--- src/rtl/tmm_pkg.sv ---
`timescale 1ns / 1ps
// ----------------------------------------------------------------------------
// tmm_pkg: shared types and constants of the tiled matrix multiply
// Store geometry, field widths, request codes, control state and the
// structs that run between the top level and the tile walker.
// ----------------------------------------------------------------------------
package tmm_pkg;

    // Store geometry
    localparam int MAX_N       = 32;
    localparam int TILE        = 4;
    localparam int STORE_WORDS = MAX_N * MAX_N;
    localparam int ADDR_W      = (STORE_WORDS > 1) ? $clog2(STORE_WORDS) : 1;
    // Loop counters hold a tile base plus one tile
    localparam int CNT_W       = $clog2(MAX_N + TILE + 1);

    // Field widths
    localparam int OP_W   = 2;
    localparam int ROW_W  = 5;
    localparam int COL_W  = 5;
    localparam int VAL_W  = 32;
    localparam int SIZE_W = 6;

    localparam logic [SIZE_W-1:0] SIZE_RESET = SIZE_W'(32);

    // Request codes
    typedef enum logic [OP_W-1:0] {
        OP_LOAD_A = 2'd0,
        OP_LOAD_B = 2'd1,
        OP_RUN    = 2'd2,
        OP_READ   = 2'd3
    } t_opcode;

    // Result kinds
    localparam logic RK_DONE = 1'b0;
    localparam logic RK_READ = 1'b1;

    // Control states
    typedef enum logic [2:0] {
        S_IDLE,
        S_READ,
        S_CLEAR,
        S_ISSUE,
        S_MUL,
        S_ACC,
        S_DONE
    } t_state;

    // Walker control and position
    typedef struct packed {
        logic start;
        logic step;
    } t_walk_ctl;

    typedef struct packed {
        logic [CNT_W-1:0] i;
        logic [CNT_W-1:0] k;
        logic [CNT_W-1:0] j;
        logic             last;
    } t_walk_pos;

    // Row-major word address of one element
    function automatic logic [ADDR_W-1:0] cell_addr(input int unsigned row,
                                                    input int unsigned col);
        return ADDR_W'(row * MAX_N + col);
    endfunction

endpackage

--- src/rtl/tmm_walk.sv ---
`timescale 1ns / 1ps
// ----------------------------------------------------------------------------
// tmm_walk: tiled loop walker
// Steps (i, k, j) in tile order ii, kk, jj then i, k, j, cutting edge
// tiles at n, and flags the last product of the run.
// ----------------------------------------------------------------------------
module tmm_walk (
    input  logic                          i_clk,
    input  logic                          i_rst_n,
    input  tmm_pkg::t_walk_ctl            i_ctl,
    input  logic [tmm_pkg::CNT_W-1:0]     i_n,
    output tmm_pkg::t_walk_pos            o_pos
);
    import tmm_pkg::*;

    localparam logic [CNT_W-1:0] TILE_C = CNT_W'(TILE);
    localparam logic [CNT_W-1:0] ONE_C  = CNT_W'(1);

    logic [CNT_W-1:0] r_n;
    logic [CNT_W-1:0] r_ii, r_kk, r_jj, r_i, r_k, r_j;
    logic [CNT_W-1:0] n_ii, n_kk, n_jj, n_i, n_k, n_j;
    logic [CNT_W-1:0] i_end, k_end, j_end;
    logic             i_wrap, k_wrap, j_wrap, ii_wrap, kk_wrap, jj_wrap;

    // Tile limits, cut at n
    always_comb begin
        i_end   = (r_ii + TILE_C > r_n) ? r_n : r_ii + TILE_C;
        k_end   = (r_kk + TILE_C > r_n) ? r_n : r_kk + TILE_C;
        j_end   = (r_jj + TILE_C > r_n) ? r_n : r_jj + TILE_C;
        j_wrap  = (r_j + ONE_C >= j_end);
        k_wrap  = (r_k + ONE_C >= k_end);
        i_wrap  = (r_i + ONE_C >= i_end);
        jj_wrap = (r_jj + TILE_C >= r_n);
        kk_wrap = (r_kk + TILE_C >= r_n);
        ii_wrap = (r_ii + TILE_C >= r_n);
    end

    // Next position: innermost loop first
    always_comb begin
        n_ii = r_ii;
        n_kk = r_kk;
        n_jj = r_jj;
        n_i  = r_i;
        n_k  = r_k;
        n_j  = r_j;
        if (!j_wrap) begin
            n_j = r_j + ONE_C;
        end else begin
            n_j = r_jj;
            if (!k_wrap) begin
                n_k = r_k + ONE_C;
            end else begin
                n_k = r_kk;
                if (!i_wrap) begin
                    n_i = r_i + ONE_C;
                end else if (!jj_wrap) begin
                    n_i  = r_ii;
                    n_jj = r_jj + TILE_C;
                    n_j  = r_jj + TILE_C;
                end else if (!kk_wrap) begin
                    n_i  = r_ii;
                    n_jj = '0;
                    n_j  = '0;
                    n_kk = r_kk + TILE_C;
                    n_k  = r_kk + TILE_C;
                end else begin
                    n_jj = '0;
                    n_j  = '0;
                    n_kk = '0;
                    n_k  = '0;
                    n_ii = r_ii + TILE_C;
                    n_i  = r_ii + TILE_C;
                end
            end
        end
    end

    // Counter registers
    always_ff @(posedge i_clk) begin
        if (!i_rst_n) begin
            r_n  <= '0;
            r_ii <= '0;
            r_kk <= '0;
            r_jj <= '0;
            r_i  <= '0;
            r_k  <= '0;
            r_j  <= '0;
        end else if (i_ctl.start) begin
            r_n  <= i_n;
            r_ii <= '0;
            r_kk <= '0;
            r_jj <= '0;
            r_i  <= '0;
            r_k  <= '0;
            r_j  <= '0;
        end else if (i_ctl.step) begin
            r_ii <= n_ii;
            r_kk <= n_kk;
            r_jj <= n_jj;
            r_i  <= n_i;
            r_k  <= n_k;
            r_j  <= n_j;
        end
    end

    assign o_pos.i    = r_i;
    assign o_pos.k    = r_k;
    assign o_pos.j    = r_j;
    assign o_pos.last = j_wrap && k_wrap && i_wrap && jj_wrap && kk_wrap && ii_wrap;

endmodule

--- config.mk ---
export PLATFORM = sky130hd
export DESIGN_NAME = tmm_walk
export DESIGN_NICKNAME = d
export VERILOG_FILES = /design/src/rtl/tmm_pkg.sv /design/src/rtl/tmm_walk.sv
export SDC_FILE = /design/constraint.sdc
export NUM_CORES = 1
export LEC_CHECK = 0
export ABC_AREA = 1
export CORE_ASPECT_RATIO = 0.8
export CORE_MARGIN = 10
export CORE_UTILIZATION = 35
export CTS_BUF_LIST = sky130_fd_sc_hd__clkbuf_8
export CTS_CLUSTER_SIZE = 8
export DETAILED_ROUTE_END_ITERATION = 16
export DONT_BUFFER_PORTS = 1
export GPL_ROUTABILITY_DRIVEN = 0
export GPL_TIMING_DRIVEN = 0
export SLEW_MARGIN = 20
export SYNTH_ARGS = -nofsm -noshare
export SYNTH_HDL_FRONTEND = slang
export SYNTH_SLANG_ARGS = --single-unit
--- constraint.sdc ---
create_clock -name i_clk -period 4.1 [get_ports i_clk]
set_input_delay 1.23 -clock i_clk [delete_from_list [all_inputs] [get_ports i_clk]]
set_output_delay 1.23 -clock i_clk [all_outputs]
set_load 0.01 [all_outputs]
======== Yosys cells after proc, flatten, opt, wreduce, memory -nomap -nowiden ========
Index checks and enable logic that the tools add are counted.
storage, ports and cells
  flip-flop bits (word level) ............. 42
  bits of input ports ..................... 10
  output and inout bits ................... 19
  word-level logic and storage cells ...... 46
cells by class
  add/subtract/negate cells ............... 6
  $lt $le $gt $ge ......................... 9
  multiplexer cells ....................... 14
  bitwise operators ....................... 1
  reduce and logical (&&, ||, !) cells .... 9
operators with widths
  cell                                         number
  2-to-1 mux 6 bit                             14
  greater-or-equal comparator 6 bit            6
  adder 6 x 1 -> 6 bit, second input constant  3
  adder 6 x 3 -> 6 bit, second input constant  3
  > comparator 6 bit                           3
  logical AND 1 bit                            5
  AND reduction 4 bit                          1
  AND reduction 3 bit                          1
  AND reduction 2 bit                          1
  OR reduction 2 bit                           1
  inverter 1 bit                               1

======== Depth between registers and ports, before layout ========
Gate-level depths: netlist of the first run.
  depth in word-level cells ............... 9
  gate-level depth with buffers ........... 26
  depth with buffers taken out ............ 24

======== Least setup slack after synthesis of the first run ========
OpenSTA, ideal clock, no wires.
  kind .................................... register -> output
  start ................................... register r_kk[2]
  end ..................................... output port o_pos[0] in the netlist's numbering
  data arrival time ....................... 2,874 ps
  data required time ...................... 2,870 ps
  path slack .............................. -4 ps
  stages on the path, launching flop included .. 20
  cell sequence ........................... dfxtp_1 > ha_1 > xor2_1 > ha_1 > nand2_2 > inv_1 > a21oi_4 > nand2_1 > nand2_1 > buf_2 > a21oi_1 > ha_1 > nand2_1 > nor2_1 > nand2_1 > nand2_2 > nand2_1 > inv_1 > nand4_1 > a31oi_1
RTL lines
  item                      RTL line        source
  start: declaration        tmm_walk.sv:20  logic [CNT_W-1:0] r_ii, r_kk, r_jj, r_i, r_k, r_j;
  start signal: assignment  tmm_walk.sv:98  r_kk <= n_kk;
  end: declaration          tmm_walk.sv:12  output tmm_pkg::t_walk_pos o_pos

==> run metrics, run 1 <==
Area contributors post-synth=dfxtp_1 24%, ha_1 15%, nand2_1 14%, inv_1 7.0%, a21oi_1 5.5%; routed via count=~3.2k; RSZ-0062 raised after global routing=yes; Main synth FF type=dfxtp_1; Tightest Pin Transition=0.691 ns; hpwl dp=around 6900 um; Top delay family on crit path=simple AND/OR/NAND/NOR gates; crit-path cells=ha_4 > xor2_4 > ha_4 > nand2_4 > nor2_4 > buf_6 > nand3_4 > nand2_4 > buf_6 > a21oi_1 > ha_1 > nand2_2 > inv_1 > nand2_1 > nand2_2 > inv_2 > nand2_4 > nand2_2 > inv_2 > nand4_1 > a31oi_4; GRT Resource Usage Total=13.7%; crit path launch type=flop; Sw Share=35.3%; Min-Delay Endpoint=r_jj[1]; H-tree depth=2; CP max-delay cell=dfxtp_4; Worst EP required=2.87 ns; worst reg2reg path startpoint=r_kk[3]; endpoints failing hold=0; P_int=between 600 and 700 uW; Clock Sinks=40; Net Count, Synth=between 500 and 600; Synth Instances=between 400 and 500; cell accounting for the most synthesized area=dfxtp_1; remaining global-route overflow=0; Hold Crit Class=flop to flop; final net count=~560; Total Power=963 uW; Cell Pwr Density=between 200 and 250 nW/um^2; CTS max path bufs=2; failing checks=setup timing; Post-DRT Antenna Nets=0; die width=roughly 130 um; combinational power share=28.6%; maxcap violations=0; layout cells sized above 1=between 20% and 30%; first-pass GRT wire length=15500 um; fin area=about 4200 um^2; fin crit share=107%; final setup fails=1; most frequent cells in the layout=103 x nand2_1, 56 x inv_1, 32 x ha_1; Worst path max stage delay=~0.37 ns; leak pwr=~1.8 nW; CTS tree=done; TritonCTS Buffers=5; crit path kind=flop to output port; Post-Syn Area=between 3000 and 4000 um^2; flip-flop and latch count after synthesis=40; fin worst setup slack=-0.279 ns; drt total wl=9810 um; FF-to-FF setup slack=slightly below 0.8 ns; clk_skew=0.00426 ns; sequential share of power=41.3%; port bufs=0; drt via density=approximately 5.2; Max Slew Vio Count=0; top cell type's share of synthesized area=24.4%; Ys Warns=0; Remaining DRCs=0; initial antenna violation count=0; site row count=31; fillers=892; CTS Hold Bufs=0; initial drt markers=approximately 200; clock latency at the later pin of the worst-skew pair=0.31 ns; synthesis-to-finish area growth=27.1%; largest net degree at the start of global routing=13; worst hold margin=0.501 ns; syn_area_per_cell=6.94 um^2; post-layout util=45.9%; arrival time at the worst endpoint=~3.2 ns; DIE AREA=about 14000 um^2; cells on worst reg2reg path=24; RR Endpoint=r_ii[3]; Post-synth EDFFs=0; Initial Util=between 30 and 40%; number of I/O pins=29; Root Buffer=clkbuf_8; commonest non-fill, non-tap cell in the layout=nand2_1; WHS Path Cells=2; placed inst area=3430 um^2; Slew headroom=53.9%; Async S/R FF share, synth=0%; Max Fclk=228 MHz; # diodes=0; worst-path fanout max=5; Unique masters post-synth=33; WL/cell=around 16 um; Final min period=approximately 4.4 ns; hold path startpoint=r_jj[1]; Clk pwr share=a little under a third; Place WS=-0.411 ns; core area=around 9000 um^2; Max VDD drop=104 uV; drt first pass iters=4; run status=finished, violations left; CP bufs+invs=5; post-synthesis sequential area ratio=about a quarter; crit end category=output port; die height=around 110 um; clk slew on worst S/H paths=around 0.080 ns; vias in the first global route=between 3k and 4k; Net Sw Power=340 uW
==> per-stage QoR <==
stage                     instances  setup TNS [ns]
final                           625          -0.279
after global routing            625          -0.445
after CTS                       611          -0.291
after detailed placement        587          -0.411
after global placement          587          -0.378
after floorplan                 472               0
==> tightest hold or removal path: cells and delay by family, from the launching register on <==
| kind | cells | cell delay, ns |
|---|---|---|
| AND/OR/NAND/NOR | 1 | 0.05 |
| flip-flops | 1 | 0.33 |
| buffers and inverters | 1 | 0.07 |
==> power groups by stage <==
stage | Sequential (mW) | Combinational (mW) | Clock (mW)
floorplan | 0.407 | 0.155 | 0
global placement | 0.411 | 0.196 | 0
detailed placement | 0.411 | 0.200 | 0
CTS | 0.399 | 0.232 | 0.294
global route | 0.399 | 0.303 | 0.314
finish | 0.398 | 0.275 | 0.289
==> metal layers <==
| metal | global-route usage (%) | wire length, um |
|---|---|---|
| met1 | 18.0 | 4420 |
| met5 | 0 | 0 |
| met2 | 22.1 | 4550 |
| met3 | 3.18 | 632 |
| met4 | 3.45 | 205 |
==> state kept, by name, summed over array words and instances, names as in the netlist <==
| name | cells |
|---|---|
| r_i | 6 |
| r_j | 6 |
| r_jj | 6 |
| r_k | 6 |
| r_kk | 6 |
| r_n | 6 |
| r_ii | 4 |
==> synthesized netlist by cell type (2+ instances only) <==
cell type and count:
a21oi_2 7, inv_2 4, nand2_1 118, dfxtp_1 40, a22oi_1 5, nand3_2 6, a21oi_1 36, nand3_4 3
nand2_4 3, nor2_1 33, xor2_1 11, clkbuf_1 2, nor2_4 3, nand2_2 12, nand3_1 26, ha_1 40
nor3_1 4, nand4_1 10, o21ai_0 26, a21oi_4 2, buf_2 4, xnor2_1 6, inv_1 61
==> logic make-up after synthesis <==
| kind of cell | share of synthesized area (%) |
|---|---|
| xor gates and xnor gates | 4.54 |
| adders and majority gates | 15.3 |
| buffers and inverters | 9.05 |
| DFF | 24.4 |
| and+or+nand+nor | 32.0 |
| AOI/OAI and AO/OA | 14.7 |
==> worst max path at each step <==
stage,from,to,slack [ns],depth (start not counted)
6_report,r_kk[3],o_pos[0],-0.28,21
5_1_grt,r_kk[2],o_pos[0],-0.45,22
4_1_cts,r_ii[2],o_pos[0],-0.29,18
3_5_place_dp,r_kk[2],o_pos[0],-0.41,19
3_3_place_gp,r_kk[2],o_pos[0],-0.38,19
2_1_floorplan,r_kk[2],o_pos[0],0.02,19
==> cell type report <==
class                   count  area [um^2]  area share [%]
clock inverters             2         10.0           0.240
multi-input cells         358         2520            60.5
inverters                  66          254            6.10
repair buffers             30          262            6.28
flip-flops and latches     40          837            20.1
well taps                 115          144            3.45
clock buffers               6         82.6            1.98
plain buffers               8         58.8            1.41
==> what timing repair did <==
item | in CTS | in global routing
cloned | 1 | 1
endpoints found under the setup margin | 1 | 1
resized for setup | 42 | 60
buffers inserted | 15 | 13
pin swaps | 22 | 38
No activity file was read; power rests on OpenSTA's default activity.
==> inputs of run 2 (changes only) <==
- CORE_ASPECT_RATIO: 0.8 -> unset
- SLEW_MARGIN: 20 -> unset
==> run metrics, run 2 (synthesis gave the netlist of run 1 again) <==
run status=finished, violations left (unchanged); failing checks=setup timing (unchanged); CP bufs+invs=15 (was 5); Slew headroom=56.1% (was 53.9%); arrival time at the worst endpoint=4.61 ns (was 3.15 ns); die width=117 um (was 128 um); Initial Util=35.6% (was 36.1%); vias in the first global route=2950 (was 3133); fin worst setup slack=-0.289 ns (was -0.279 ns); Total Power=945 uW (was 963 uW); Top delay family on crit path=buffers and inverters (was simple AND/OR/NAND/NOR gates); hpwl dp=6880 um (was 6940 um); final net count=567 (was 559); crit path launch type=flop (unchanged); Remaining DRCs=0 (unchanged); cell repeated most along the worst path=buf_4; worst-path fanout max=6 (was 5); Hold Crit Class=flop to flop (unchanged); die height=117 um (was 107 um); CTS max path bufs=2 (unchanged); Max Slew Vio Count=0 (unchanged); largest net degree at the start of global routing=13 (unchanged); Post-DRT Antenna Nets=0 (unchanged); commonest non-fill, non-tap cell in the layout=nand2_1 (unchanged); RSZ-0062 raised after global routing=yes (unchanged); fin crit share=107% (about the same); Clock Sinks=40 (unchanged); drt via density=5.10 (was 5.16); initial drt markers=159 (was 199); endpoints failing hold=0 (unchanged); TritonCTS Buffers=5 (unchanged); layout cells sized above 1=26.8% (was 28.8%); CTS Hold Bufs=0 (unchanged); post-layout util=44.7% (was 45.9%); CP max-delay cell=dfxtp_4 (unchanged); H-tree depth=2 (unchanged); routed via count=3205 (was 3223); Worst path max stage delay=0.37 ns (about the same); most frequent cells in the layout=110 x nand2_1, 58 x inv_1, 36 x buf_4 (was 103 x nand2_1, 56 x inv_1, 32 x ha_1); Tightest Pin Transition=0.659 ns (was 0.691 ns); GRT Resource Usage Total=13.9% (was 13.7%); Max Fclk=228 MHz (about the same); # diodes=0 (unchanged); number of I/O pins=29 (unchanged); Cell Pwr Density=230 nW/um^2 (was 231 nW/um^2); Max VDD drop=114 uV (was 104 uV); Final min period=4.39 ns (was 4.38 ns); crit path kind=flop to flop (was flop to output port); site row count=35 (was 31); initial antenna violation count=0 (unchanged); leak pwr=1.84 nW (was 1.82 nW); core area=9200 um^2 (was 9080 um^2); final setup fails=28 (was 1); drt total wl=9600 um (was 9810 um); fillers=923 (was 892); first-pass GRT wire length=14900 um (was 15500 um); Root Buffer=clkbuf_8 (unchanged); DIE AREA=13600 um^2 (was 13700 um^2); clk slew on worst S/H paths=0.08 ns (about the same); WL/cell=15.3 um (was 15.7 um); clk_skew=0.00980 ns (was 0.00426 ns); maxcap violations=0 (unchanged); clock latency at the later pin of the worst-skew pair=0.30 ns (was 0.31 ns); remaining global-route overflow=0 (unchanged); CTS tree=done (unchanged); crit end category=flop (was output port); Worst EP required=4.32 ns (was 2.87 ns); drt first pass iters=5 (was 4); synthesis-to-finish area growth=25.6% (was 27.1%); port bufs=0 (unchanged)
run 2: changes by cell type in the layout (fill, tap and decap cells not counted), sizes merged:
cell      previous run  this run
buf                 36        43
clkbuf               8         7
clkinvlp             1         0
clkinv               2         1
nand3               35        36
inv                 65        68
run 2: path summary, 6_finish.rpt:
| check | start | end | depth (start not counted) | slack [ns] |
|---|---|---|---|---|
| worst min-delay path | r_kk[0] | r_kk[0] | 2 | 0.50 |
| worst min register to register | r_kk[0] | r_kk[0] | 2 | 0.50 |
| worst max register to register | r_kk[2] | r_jj[2] | 33 | -0.29 |
| worst max-delay path | r_kk[2] | r_jj[2] | 33 | -0.29 |
run 2: metal layers:
layer | global-route usage [%] | vias to the layer above | share of wire, %
met2 | 23.5 | 71 | 48
met1 | 17.7 | 1481 | 44
met3 | 2.77 | 13 | 5.7
li1 | - | 1640 | -
met4 | 3.13 | 0 | 1.6
met5 | 0 | - | 0
run 2: worst register-to-register path: cells and delay by family (launching register included):
kind | cells | cell delay, ns
flip-flops | 1 | 0.37
adder cells (fa/ha/maj) | 3 | 0.71
AND/OR/NAND/NOR | 11 | 0.97
XOR/XNOR | 1 | 0.16
buffers and inverters | 15 | 1.68
AO/OA/AOI/OAI | 3 | 0.41
run 2: layout make-up:
| class | count | area [um^2] | area share, % |
|---|---|---|---|
| plain buffers | 8 | 58.8 | 1.43 |
| clock buffers | 5 | 68.8 | 1.67 |
| clock inverters | 3 | 16.3 | 0.395 |
| inverters | 66 | 250 | 6.08 |
| multi-input cells | 359 | 2460 | 59.7 |
| flip-flops and latches | 40 | 831 | 20.2 |
| well taps | 111 | 139 | 3.37 |
| repair buffers | 37 | 294 | 7.15 |
run 2: stage by stage:
step	cells	setup TNS, ns	instance area (um^2)	hold WS (ns)	worst slack [ns]
finish	629	-5.45	4120	0.505	-0.289
global route	629	-11.12	4120	0.528	-0.500
CTS	620	-2.32	3920	0.505	-0.291
detailed placement	583	-0.497	3420	0.491	-0.497
global placement	583	-0.465	3420	0.482	-0.465
floorplan	472	0	3280	0.455	0.0192
run 2: where the power goes:
| group | internal, mW | switching [mW] | leakage [nW] |
|---|---|---|---|
| logic | 0.109 | 0.175 | 1.46 |
| clock network | 0.117 | 0.146 | 0.0507 |
| registers | 0.389 | 0.00856 | 0.331 |
| total | 0.615 | 0.330 | 1.84 |
run 2: what timing repair did:
item                                    CTS  global route
endpoints found under the hold margin     0             0
resized for setup                        53            27
pin swaps                                21            23
gates cloned                              1             1
endpoints found under the setup margin    1            28
setup buffers                            28             8
==> inputs of run 3 (changes only) <==
- PLACE_DENSITY: unset -> 0.62
==> run metrics, run 3 (synthesis gave the netlist of run 1 again) <==
run status=finished, violations left (unchanged); failing checks=setup timing (unchanged); routed via count=3190 (was 3205); die width=117 um (unchanged); area of the multi-input gates=2410 um^2 (was 2460 um^2); CTS tree=done (unchanged); grt met3 use=4.06% (was 2.77%); clk_skew=0.0103 ns (was 0.00980 ns); endpoints failing hold=0 (unchanged); Max Fclk=230 MHz (was 228 MHz); WHS Path Cells=2 (unchanged); first-pass GRT wire length=15000 um (was 14900 um); Initial Util=35.6% (unchanged); Clock Sinks=40 (unchanged); grt met2 use=22.3% (was 23.5%); TritonCTS Buffers=5 (unchanged); crit end category=output port (was flop); hpwl dp=6870 um (was 6880 um); clk slew on worst S/H paths=0.08 ns (about the same); # diodes=0 (unchanged); CTS max path bufs=2 (unchanged); met1 global-route usage=17.7% (about the same); crit path kind=flop to output port (was flop to flop); port bufs=0 (unchanged); WL/cell=15.1 um (was 15.3 um); arrival time at the worst endpoint=3.12 ns (was 4.61 ns); GRT Resource Usage Total=13.8% (was 13.9%); maxcap violations=0 (unchanged); crit path launch type=flop (unchanged); leak pwr=1.79 nW (was 1.84 nW); initial drt markers=183 (was 159); final net count=559 (was 567); Final min period=4.35 ns (was 4.39 ns); initial antenna violation count=0 (unchanged); worst-path fanout max=5 (was 6); fin worst setup slack=-0.245 ns (was -0.289 ns); synthesis-to-finish area growth=22.1% (was 25.6%); final setup fails=1 (was 28); Root Buffer=clkbuf_8 (unchanged); Placed Instances=583 (unchanged); Cell Pwr Density=234 nW/um^2 (was 230 nW/um^2); number of I/O pins=29 (unchanged); cells on worst reg2reg path=23 (was 33); remaining global-route overflow=0 (unchanged); largest net degree at the start of global routing=13 (unchanged); RSZ-0062 raised after global routing=yes (unchanged); Finished Layout Cells=621 (was 629); drt via density=5.14 (was 5.10); site row count=35 (unchanged); Place WS=-0.500 ns (was -0.497 ns); fillers=946 (was 923); Sequential Area=831 um^2 (unchanged); fin crit share=106% (was 107%); Max Slew Vio Count=0 (unchanged); core area=9200 um^2 (unchanged); layout cells sized above 1=25.3% (was 26.8%); Post-DRT Antenna Nets=0 (unchanged); Hold Crit Class=flop to flop (unchanged); H-tree depth=2 (unchanged); clock latency at the later pin of the worst-skew pair=0.30 ns (about the same); grt peak-use layer=met2 (unchanged); DIE AREA=13600 um^2 (unchanged); commonest non-fill, non-tap cell in the layout=nand2_1 (unchanged); drt first pass iters=5 (unchanged); Total Power=937 uW (was 945 uW); Remaining DRCs=0 (unchanged); vias in the first global route=3083 (was 2950); drt total wl=9350 um (was 9600 um); Slew headroom=55.2% (was 56.1%); Tightest Pin Transition=0.672 ns (was 0.659 ns); die height=117 um (unchanged); Max VDD drop=143 uV (was 114 uV); most frequent cells in the layout=109 x nand2_1, 58 x inv_1, 36 x ha_1 (was 110 x nand2_1, 58 x inv_1, 36 x buf_4); Worst EP required=2.87 ns (was 4.32 ns)
[run 3: changes by cell type in the layout (fill, tap and decap cells not counted), sizes merged]
cell and delta:
inv -1, clkinv -1, buf -8, clkbuf +1, nand3 -1, nand2 +1
clkinvlp +1
[run 3: final timing paths]
path	startpoint	end	slack, ns
worst min-delay path	r_kk[5]	r_kk[5]	0.51
worst max register to register	r_kk[2]	r_i[4]	0.66
worst max-delay path	r_jj[3]	o_pos[0]	-0.25
worst min register to register	r_kk[5]	r_kk[5]	0.51
[run 3: worst max-delay path, stage by stage, from the launching register on]
cell     delay [ns]
dfxtp_4        0.39
nand3_4        0.08
xor2_2         0.17
inv_1          0.09
ha_4           0.27
nand2_2        0.08
nor2_4         0.17
nand2_4        0.08
nand2_4        0.07
nand2_4        0.05
buf_6          0.12
nand2_1        0.04
o21ai_0        0.11
ha_1           0.29
nand2_1        0.04
nor2_1         0.10
nand2_1        0.07
nand2_2        0.08
nand2_2        0.08
inv_2          0.06
nand4_1        0.12
a31oi_4        0.23
[run 3: cell type report]
cell class	count	share of cell area, %
flip-flops and latches	40	20.8
inverters	66	6.25
plain buffers	8	1.47
repair buffers	29	5.47
well taps	111	3.47
clock inverters	2	0.281
multi-input cells	359	60.2
clock buffers	6	2.06
[run 3: layer usage]
layer	vias up	part of all wire, %	routed length [um]
met5	-	0	0
met1	1458	44	4110
met3	19	7.9	736
li1	1622	-	-
met4	0	2.4	221
met2	91	46	4290
[run 3: power breakdown]
group / internal [mW] / total, mW / switching, mW
clock network: 0.135 / 0.285 / 0.151
logic: 0.0915 / 0.254 / 0.163
registers: 0.389 / 0.398 / 0.00837
total: 0.615 / 0.937 / 0.322
[run 3: stage by stage]
stage | util (%) | TNS, ns | hold WS [ns] | instance area (um^2)
after detailed placement | 37.2 | -0.500 | 0.489 | 3420
after floorplan | - | 0 | 0.455 | 3280
after CTS | 42.7 | -0.265 | 0.501 | 3920
after global placement | 37.2 | -0.472 | 0.475 | 3420
after global routing | 43.5 | -0.477 | 0.529 | 4000
final | 43.5 | -0.245 | 0.509 | 4000
[run 3: what timing repair did]
| action | 4_1_cts | 5_1_grt |
|---|---|---|
| endpoints found under the setup margin | 1 | 1 |
| pin swaps | 27 | 13 |
| gates cloned | 3 | 0 |
| resized for setup | 57 | 12 |
| hold buffers | 0 | 0 |
| setup buffers | 23 | 4 |
